==> src/rtl/mhp_pkg.sv <==
// ----------------------------------------------------------------------------
// mhp_pkg
// Shared constants, types and helpers of the murmur3 hash partitioner.
// ----------------------------------------------------------------------------
package mhp_pkg;

	// partition count, a power of two from 2 to 8
	localparam int PARTITIONS = 8;
	localparam logic [2:0] PART_MASK = 3'((PARTITIONS - 1) & 7);

	localparam logic [31:0] SEED_RESET = 32'd42;

	// murmur3 x86_32 constants
	localparam logic [31:0] MM_C1 = 32'hCC9E2D51;
	localparam logic [31:0] MM_C2 = 32'h1B873593;
	localparam logic [31:0] MM_N  = 32'hE6546B64;
	localparam logic [31:0] MM_F1 = 32'h85EBCA6B;
	localparam logic [31:0] MM_F2 = 32'hC2B2AE35;

	// job queue between front and back
	localparam int QDEPTH = 2;
	localparam int QPTR_W = (QDEPTH > 1) ? $clog2(QDEPTH) : 1;
	localparam int QCNT_W = $clog2(QDEPTH + 1);

	// register map
	localparam int PADDR_W = 2;
	localparam logic [PADDR_W-1:0] ADDR_SEED = PADDR_W'(0);

	// one unit of work for the back part
	typedef struct packed {
		logic        is_final;
		logic        do_mix;
		logic        first;
		logic [31:0] seed;
		logic [31:0] blk;
		logic [7:0]  klen;
		logic        key_ok;
	} mhp_job_t;

	typedef struct packed {
		logic        wr;
		logic [31:0] data;
	} mhp_cfg_t;

	function automatic logic [31:0] rotl(input logic [31:0] v, input int s);
		return (v << s) | (v >> (32 - s));
	endfunction

endpackage

==> src/rtl/mhp_queue.sv <==
// ----------------------------------------------------------------------------
// mhp_queue
// Small job queue that lets the byte front end and the mixing back end stall
// independently.
// ----------------------------------------------------------------------------
module mhp_queue (
	input  logic              clk,
	input  logic              arst_n,
	input  logic              push,
	input  mhp_pkg::mhp_job_t push_job,
	output logic              full,
	input  logic              pop,
	output logic              head_valid,
	output mhp_pkg::mhp_job_t head_job
);

	mhp_pkg::mhp_job_t                entry_q [mhp_pkg::QDEPTH];
	logic [mhp_pkg::QPTR_W-1:0]       wr_ptr_q;
	logic [mhp_pkg::QPTR_W-1:0]       rd_ptr_q;
	logic [mhp_pkg::QCNT_W-1:0]       count_q;
	logic                             do_push;
	logic                             do_pop;

	assign full       = (count_q == mhp_pkg::QCNT_W'(mhp_pkg::QDEPTH));
	assign head_valid = (count_q != '0);
	assign head_job   = entry_q[rd_ptr_q];
	assign do_push    = push && !full;
	assign do_pop     = pop && head_valid;

	always_ff @(posedge clk) begin
		if (do_push) begin
			entry_q[wr_ptr_q] <= push_job;
		end
	end

	always_ff @(posedge clk or negedge arst_n) begin
		if (!arst_n) begin
			wr_ptr_q <= '0;
			rd_ptr_q <= '0;
			count_q  <= '0;
		end else begin
			if (do_push) begin
				wr_ptr_q <= (wr_ptr_q == mhp_pkg::QPTR_W'(mhp_pkg::QDEPTH - 1)) ?
					'0 : wr_ptr_q + 1'b1;
			end
			if (do_pop) begin
				rd_ptr_q <= (rd_ptr_q == mhp_pkg::QPTR_W'(mhp_pkg::QDEPTH - 1)) ?
					'0 : rd_ptr_q + 1'b1;
			end
			if (do_push && !do_pop) begin
				count_q <= count_q + 1'b1;
			end else if (do_pop && !do_push) begin
				count_q <= count_q - 1'b1;
			end
		end
	end

endmodule

==> src/rtl/mhp_front.sv <==
// ----------------------------------------------------------------------------
// mhp_front
// Byte intake: tracks tuple position, picks out key bytes, packs them into
// 32-bit blocks and issues mix and finalize jobs.
// ----------------------------------------------------------------------------
module mhp_front (
	input  logic              clk,
	input  logic              arst_n,
	input  logic              in_valid,
	output logic              in_stall,
	input  logic [7:0]        data_byte,
	input  logic [7:0]        key_start,
	input  logic [7:0]        key_len,
	input  logic              last_byte,
	input  mhp_pkg::mhp_cfg_t cfg,
	input  logic [31:0]       seed,
	output logic              job_valid,
	output mhp_pkg::mhp_job_t job,
	input  logic              job_full
);

	logic [7:0]  pos_q;
	logic        overlong_q;
	logic [31:0] blk_q;
	logic [1:0]  cnt_q;
	logic        first_q;
	logic [31:0] tuple_seed_q;

	logic        accept;
	logic [8:0]  key_end;
	logic        in_key;
	logic [31:0] shifted;
	logic [31:0] blk_new;
	logic [1:0]  cnt_new;
	logic        blk_done;
	logic [8:0]  seen_len;
	logic        key_ok;

	assign in_stall  = job_full;
	assign accept    = in_valid && !job_full;

	assign key_end   = {1'b0, key_start} + {1'b0, key_len};
	assign in_key    = !overlong_q && (pos_q >= key_start) && ({1'b0, pos_q} < key_end);
	assign shifted   = {24'b0, data_byte} << {cnt_q, 3'b000};
	assign blk_new   = in_key ? (blk_q | shifted) : blk_q;
	assign cnt_new   = in_key ? cnt_q + 2'd1 : cnt_q;
	assign blk_done  = in_key && (cnt_q == 2'd3);
	assign seen_len  = overlong_q ? 9'd257 : {1'b0, pos_q} + 9'd1;
	assign key_ok    = (seen_len <= 9'd255) && (key_end <= seen_len);

	assign job_valid = accept && (last_byte || blk_done);

	always_comb begin
		job.is_final = last_byte;
		job.do_mix   = blk_done || (cnt_new != 2'd0);
		job.first    = first_q;
		job.seed     = tuple_seed_q;
		job.blk      = blk_new;
		job.klen     = key_len;
		job.key_ok   = key_ok;
	end

	always_ff @(posedge clk or negedge arst_n) begin
		if (!arst_n) begin
			pos_q        <= '0;
			overlong_q   <= 1'b0;
			blk_q        <= '0;
			cnt_q        <= '0;
			first_q      <= 1'b1;
			tuple_seed_q <= mhp_pkg::SEED_RESET;
		end else if (accept) begin
			if (last_byte) begin
				pos_q        <= '0;
				overlong_q   <= 1'b0;
				blk_q        <= '0;
				cnt_q        <= '0;
				first_q      <= 1'b1;
				tuple_seed_q <= cfg.wr ? cfg.data : seed;
			end else begin
				if (pos_q == 8'd255) begin
					overlong_q <= 1'b1;
				end else if (!overlong_q) begin
					pos_q <= pos_q + 8'd1;
				end
				blk_q <= blk_done ? '0 : blk_new;
				cnt_q <= cnt_new;
				if (blk_done) begin
					first_q <= 1'b0;
				end
			end
		end else if (cfg.wr && (pos_q == 8'd0) && !overlong_q) begin
			// seed change before any byte of the tuple applies to this tuple
			tuple_seed_q <= cfg.data;
		end
	end

endmodule

==> src/rtl/mhp_back.sv <==
// ----------------------------------------------------------------------------
// mhp_back
// Mixing engine: runs block mixes and the finalizer on a shared datapath,
// one constant multiply per cycle, and holds the result for the output side.
// ----------------------------------------------------------------------------
module mhp_back (
	input  logic              clk,
	input  logic              arst_n,
	input  logic              job_valid,
	input  mhp_pkg::mhp_job_t job,
	output logic              job_pop,
	output logic              out_valid,
	input  logic              out_stall,
	output logic [31:0]       hash_value,
	output logic [2:0]        partition,
	output logic              key_valid
);

	localparam logic [2:0] ST_IDLE = 3'd0;
	localparam logic [2:0] ST_K2   = 3'd1;
	localparam logic [2:0] ST_HM   = 3'd2;
	localparam logic [2:0] ST_F1   = 3'd3;
	localparam logic [2:0] ST_F2   = 3'd4;
	localparam logic [2:0] ST_F3   = 3'd5;

	logic [2:0]  state_q;
	logic [31:0] h_q;
	logic [31:0] k_q;
	logic        final_q;
	logic [7:0]  klen_q;
	logic        ok_q;
	logic        out_valid_q;
	logic [31:0] hash_q;
	logic [2:0]  part_q;
	logic        kv_q;

	logic [31:0] h_base;
	logic [31:0] h_rot;
	logic [31:0] h_mix;
	logic [31:0] h_fin;
	logic        out_free;

	assign out_free = !out_valid_q || !out_stall;
	assign job_pop  = (state_q == ST_IDLE) && job_valid;
	assign h_base   = job.first ? job.seed : h_q;
	assign h_rot    = mhp_pkg::rotl(h_q ^ k_q, 13);
	// h * 5 + n as shift and add
	assign h_mix    = h_rot + (h_rot << 2) + mhp_pkg::MM_N;
	assign h_fin    = h_q ^ (h_q >> 16);

	assign out_valid  = out_valid_q;
	assign hash_value = hash_q;
	assign partition  = part_q;
	assign key_valid  = kv_q;

	always_ff @(posedge clk) begin
		case (state_q)
			ST_IDLE: begin
				if (job_valid) begin
					final_q <= job.is_final;
					klen_q  <= job.klen;
					ok_q    <= job.key_ok;
					if (job.do_mix) begin
						h_q <= h_base;
						k_q <= job.blk * mhp_pkg::MM_C1;
					end else begin
						h_q <= h_base ^ {24'b0, job.klen};
					end
				end
			end
			ST_K2: begin
				k_q <= mhp_pkg::rotl(k_q, 15) * mhp_pkg::MM_C2;
			end
			ST_HM: begin
				h_q <= final_q ? (h_mix ^ {24'b0, klen_q}) : h_mix;
			end
			ST_F1: begin
				h_q <= h_fin * mhp_pkg::MM_F1;
			end
			ST_F2: begin
				h_q <= (h_q ^ (h_q >> 13)) * mhp_pkg::MM_F2;
			end
			ST_F3: begin
				if (out_free) begin
					hash_q <= ok_q ? h_fin : '0;
					part_q <= ok_q ? (h_fin[2:0] & mhp_pkg::PART_MASK) : '0;
					kv_q   <= ok_q;
				end
			end
			default: begin
			end
		endcase
	end

	always_ff @(posedge clk or negedge arst_n) begin
		if (!arst_n) begin
			state_q     <= ST_IDLE;
			out_valid_q <= 1'b0;
		end else begin
			if ((state_q == ST_F3) && out_free) begin
				out_valid_q <= 1'b1;
			end else if (out_valid_q && !out_stall) begin
				out_valid_q <= 1'b0;
			end
			case (state_q)
				ST_IDLE: begin
					if (job_valid) begin
						state_q <= job.do_mix ? ST_K2 : ST_F1;
					end
				end
				ST_K2: begin
					state_q <= ST_HM;
				end
				ST_HM: begin
					state_q <= final_q ? ST_F1 : ST_IDLE;
				end
				ST_F1: begin
					state_q <= ST_F2;
				end
				ST_F2: begin
					state_q <= ST_F3;
				end
				ST_F3: begin
					if (out_free) begin
						state_q <= ST_IDLE;
					end
				end
				default: begin
					state_q <= ST_IDLE;
				end
			endcase
		end
	end

endmodule

==> src/rtl/murmur3_hash_partitioner_top.sv <==
// ----------------------------------------------------------------------------
// murmur3_hash_partitioner_top
// MurmurHash3 x86_32 key hasher and partition selector over a byte stream.
// ----------------------------------------------------------------------------
// Tuple bytes enter one per cycle on the input channel while in_stall is low;
// the front end packs key bytes into 32-bit blocks and hands each full block,
// and the tuple end, to a two-entry job queue. The back end mixes a block in
// its idle, K2 and HM states and finishes a tuple with an optional tail mix,
// two finalizer multiplies and a result load, one 32x32 constant multiply per
// cycle. A key streams at one byte per cycle while the queue is not full; the
// back end takes a new job only when idle, so it sets the rate for a run of
// very short tuples. hash_seed sits at address 0 and resets to 42.
module murmur3_hash_partitioner_top (
	input  logic                         clk,
	input  logic                         arst_n,
	input  logic                         in_valid,
	output logic                         in_stall,
	input  logic [7:0]                   data_byte,
	input  logic [7:0]                   key_start,
	input  logic [7:0]                   key_len,
	input  logic                         last_byte,
	output logic                         out_valid,
	input  logic                         out_stall,
	output logic [31:0]                  hash_value,
	output logic [2:0]                   partition,
	output logic                         key_valid,
	input  logic                         psel,
	input  logic                         penable,
	input  logic                         pwrite,
	input  logic [mhp_pkg::PADDR_W-1:0]  paddr,
	input  logic [31:0]                  pwdata,
	output logic [31:0]                  prdata,
	output logic                         pready
);

	logic [31:0]       seed_q;
	mhp_pkg::mhp_cfg_t cfg;
	logic              push;
	mhp_pkg::mhp_job_t push_job;
	logic              q_full;
	logic              pop;
	logic              head_valid;
	mhp_pkg::mhp_job_t head_job;

	assign pready   = 1'b1;
	assign cfg.wr   = psel && penable && pwrite && (paddr == mhp_pkg::ADDR_SEED);
	assign cfg.data = pwdata;
	assign prdata   = (paddr == mhp_pkg::ADDR_SEED) ? seed_q : '0;

	always_ff @(posedge clk or negedge arst_n) begin
		if (!arst_n) begin
			seed_q <= mhp_pkg::SEED_RESET;
		end else if (cfg.wr) begin
			seed_q <= cfg.data;
		end
	end

	mhp_front u_front (
		.clk        (clk),
		.arst_n     (arst_n),
		.in_valid   (in_valid),
		.in_stall   (in_stall),
		.data_byte  (data_byte),
		.key_start  (key_start),
		.key_len    (key_len),
		.last_byte  (last_byte),
		.cfg        (cfg),
		.seed       (seed_q),
		.job_valid  (push),
		.job        (push_job),
		.job_full   (q_full)
	);

	mhp_queue u_queue (
		.clk        (clk),
		.arst_n     (arst_n),
		.push       (push),
		.push_job   (push_job),
		.full       (q_full),
		.pop        (pop),
		.head_valid (head_valid),
		.head_job   (head_job)
	);

	mhp_back u_back (
		.clk        (clk),
		.arst_n     (arst_n),
		.job_valid  (head_valid),
		.job        (head_job),
		.job_pop    (pop),
		.out_valid  (out_valid),
		.out_stall  (out_stall),
		.hash_value (hash_value),
		.partition  (partition),
		.key_valid  (key_valid)
	);

endmodule

==> config.mk <==
export PLATFORM = sky130hd
export DESIGN_NAME = murmur3_hash_partitioner_top
export DESIGN_NICKNAME = d
export VERILOG_FILES = /design/src/rtl/mhp_pkg.sv /design/src/rtl/mhp_queue.sv /design/src/rtl/mhp_front.sv /design/src/rtl/mhp_back.sv /design/src/rtl/murmur3_hash_partitioner_top.sv
export SDC_FILE = /design/constraint.sdc
export NUM_CORES = 2
export LEC_CHECK = 0
export BUFFER_PORTS_ARGS = -buffer_cell sky130_fd_sc_hd__buf_2
export CORE_UTILIZATION = 39
export DETAILED_ROUTE_END_ITERATION = 16
export SLEW_MARGIN = 40
export SYNTH_ARGS = -nofsm -noshare
export SYNTH_HDL_FRONTEND = slang
export SYNTH_HIERARCHICAL = 1
export SYNTH_SLANG_ARGS = --single-unit
==> constraint.sdc <==
create_clock -name clk -period 10.4 [get_ports clk]
set_input_delay 1.56 -clock clk [delete_from_list [all_inputs] [get_ports clk]]
set_output_delay 1.56 -clock clk [all_outputs]
set_load 0.01 [all_outputs]
==> results.txt <==
Post-Route Setup TNS = 0 ns
Synth unique cells = 100
Worst Setup Path Type = flop to flop
Die area = 138,000 um^2
Area of the multi-input gates = 37,200 um^2
Status = complete, no violations
Final worst slack = 1.82 ns
Slew Limit Fails = 0
Final hold slack = 0.472 ns
Final Hold Viols = 0
Rows = 135
Yosys Warn Count = 6
Drt total wl = 150 mm
TritonCTS Sinks = 375
Share of cells above drive strength 1 = 0.0850
CP arrival = 8.94 ns
Minimum clock period = 8.58 ns
Routed vias = 35,300
Final #Nets = 6,783
Post-DP HPWL = 127 mm
Pre-CTS setup slack = 1.91 ns
Cell area after synthesis = 53,300 um^2
Critical Path End Type = flop
DR WL/cell = 21.5 um
EDFF count, synth = 259
Hold_sp = u_front/tuple_seed_q[25]$_DFFE_PN0P_
Total grt overflow = 0
WP data required = 10.76 ns
Area Growth Syn to Fin = 8.09%
Worst hold path type = flop to flop
Metal-1 WL = 69.4 mm
Highest metal used = met5
Clock Latency Late Sink = 0.66 ns
Mapped Cells = 5,056
Routability cong. = 0.974
Setup bufs post-CTS = 0
Startpoint types = flop
Syn Area/Cell = 10.6 um^2
Hold Crit Endpoint = u_queue/entry_q[1][66]$_DFFE_PP_
Area occupied by registers = 10,700 um^2
Worst R2R Setup Slack = 1.82 ns
#FFs+latches synth = 375
Initial cell density of the core = 0.393
Ys async rst share = 0.309
Register area share after synthesis = 0.200
Placed cell area = 56,000 um^2
CTS H-tree lvls = 2
Final std cell area, no fill = 57,700 um^2
Ant diodes = 0
Hold Path Depth = 0
Die width = 372 um
Longest Clk Path Bufs = 3
Syn Nets = 6,676
Residual DRC = 0
Max Fanout on Critical Path = 11
Worst flop-to-flop path endpoint = u_back/h_q[31]$_DFFE_PP_
Routed wl met3 = 9.97 mm
RR Startpoint = u_back/h_q[22]$_DFFE_PP_
Clock Skews = 0.0648 ns
Port bufs = 135
Num CTS Buffers = 46
# resized after CTS = 0
Slew margin rel. = 0.405
Drt first pass iters = 5
Primary FF master, synth = edfxtp_1
Commonest cells after routing, fill and taps aside = inv_1 (1,310), ha_1 (821), fa_1 (733)
CTS tree = done
Drt via density = 5.06
Vias in the first global route = 37,700
Largest net degree at the start of global routing = 65
Top Ports = 137
Initial antenna violation count = 5
R2R depth = 24
Worst slew pin tran = 0.892 ns
DR iter-0 viols = 2,364
Core Box Area = 136,000 um^2
WL met2 = 67.1 mm
Fmax = 117 MHz
Final number of setup-violating endpoints = 0
Die span in y = 372 um
First-pass GRT wire length = 232 mm
Commonest non-fill, non-tap cell in the layout = inv_1
Fillers = 13,100
Post-CTS Hold Buffers = 0
Remaining antenna violation count = 0
Clock transition at the registers of the reported paths = 0.06 ns
Root buf cell = clkbuf_16
RSZ-0062 raised after global routing = false
GRT Resource Usage Total = 0.224
Final worst path period share = 0.825
Max cap viols = 0
how the worst max path moves through the flow:
| stage | from | to | slack, ns |
|---|---|---|---|
| 2_1_floorplan | key_start[0] | u_queue/entry_q[0][0]$_DFFE_PP_ | 2.57 |
| 3_3_place_gp | u_back/h_q[22]$_DFFE_PP_ | u_back/h_q[31]$_DFFE_PP_ | 1.97 |
| 3_5_place_dp | u_back/h_q[22]$_DFFE_PP_ | u_back/h_q[31]$_DFFE_PP_ | 1.91 |
| 4_1_cts | u_back/h_q[22]$_DFFE_PP_ | u_back/h_q[31]$_DFFE_PP_ | 1.86 |
| 5_1_grt | u_back/h_q[22]$_DFFE_PP_ | u_back/h_q[31]$_DFFE_PP_ | 1.42 |
| 6_report | u_back/h_q[22]$_DFFE_PP_ | u_back/h_q[31]$_DFFE_PP_ | 1.82 |
routing by layer:
layer	global-route usage	up-vias
met4	0.0530	6
met2	0.350	1017
met1	0.322	17700
met5	0	-
met3	0.0394	162
li1	-	16400
cell families after synthesis:
group | Yosys count | synth area share
fa+ha+maj | 1555 | 0.468
buf+inv | 1434 | 0.105
compound gates | 618 | 0.0813
simple gates | 578 | 0.0534
flops | 375 | 0.200
xor+xnor | 340 | 0.0558
mux | 155 | 0.0358
other cells | 1 | 0.0000703
Yosys cell counts, drive strengths merged, types with 6 or more instances:
cell	count	area share
inv	1310	0.092
ha	821	0.19
fa	733	0.28
edfxtp	259	0.15
xnor2	228	0.037
nand2	154	0.011
o21ai	148	0.014
nor2	144	0.010
xor2	112	0.018
a21oi	109	0.010
dfrtp	109	0.051
mux2	109	0.027
and2	76	0.0090
a21o	74	0.010
clkbuf	73	0.0051
buf	49	0.0079
mux2i	46	0.0086
nor3	45	0.0042
o21a	36	0.0051
a41oi	34	0.0057
nand3	33	0.0031
nand2b	30	0.0035
a211oi	27	0.0045
o211ai	26	0.0037
a31oi	24	0.0041
nor2b	22	0.0026
a31o	21	0.0034
a221oi	16	0.0027
and3	14	0.0016
o21bai	14	0.0020
or3	13	0.0015
o31ai	12	0.0020
nand4	10	0.0012
a22oi	8	0.0011
or2	8	0.00094
dfstp	7	0.0034
o22ai	7	0.00082
nand3b	6	0.00084
o31a	6	0.00099
cell type report:
type,instances,share of cell area
clock buffers,59,0.0219
clock inverters,27,0.00573
inverters,1312,0.0854
multi-input cells,3247,0.645
flip-flops and latches,375,0.185
well taps,1781,0.0387
repair buffers,181,0.0183
worst max-delay path, cell delays in order, from the launching register on:
cell and delay (ns):
edfxtp_1 0.71, xnor2_1 0.81, inv_1 0.32, ha_1 0.39, ha_1 0.37, a21oi_1 0.24, fa_1 0.46, fa_1 0.52
inv_1 0.06, fa_1 0.49, fa_1 0.51, fa_1 0.49, inv_1 0.05, fa_1 0.47, inv_1 0.04, ha_1 0.39
and3_1 0.21, nand4_1 0.16, or3_1 0.40, a31oi_1 0.27, o31ai_1 0.18, nand2b_1 0.16, a2111o_1 0.15, mux2i_1 0.06
or4_1 0.40
through the flow:
step           cells   util
3_5_place_dp    6892  0.413
5_1_grt         6982  0.425
3_3_place_gp    6889  0.412
2_1_floorplan   5056      -
6_report        6982  0.425
4_1_cts         6978  0.425
flip-flops by register name, indices dropped and copies added, names as in the netlist, 2 cells and up:
name                  cells
u_queue/count_q           2
u_back/state_q            3
u_front/blk_q            32
u_front/tuple_seed_q     32
u_back/k_q               32
u_queue/entry_q         152
u_front/pos_q             8
u_back/klen_q             8
u_back/h_q               32
u_back/hash_value        32
seed_q                   32
u_front/cnt_q             2
Power is not shown: default switching activity piles up to over one toggle a cycle in this logic, so the estimate is an artifact.
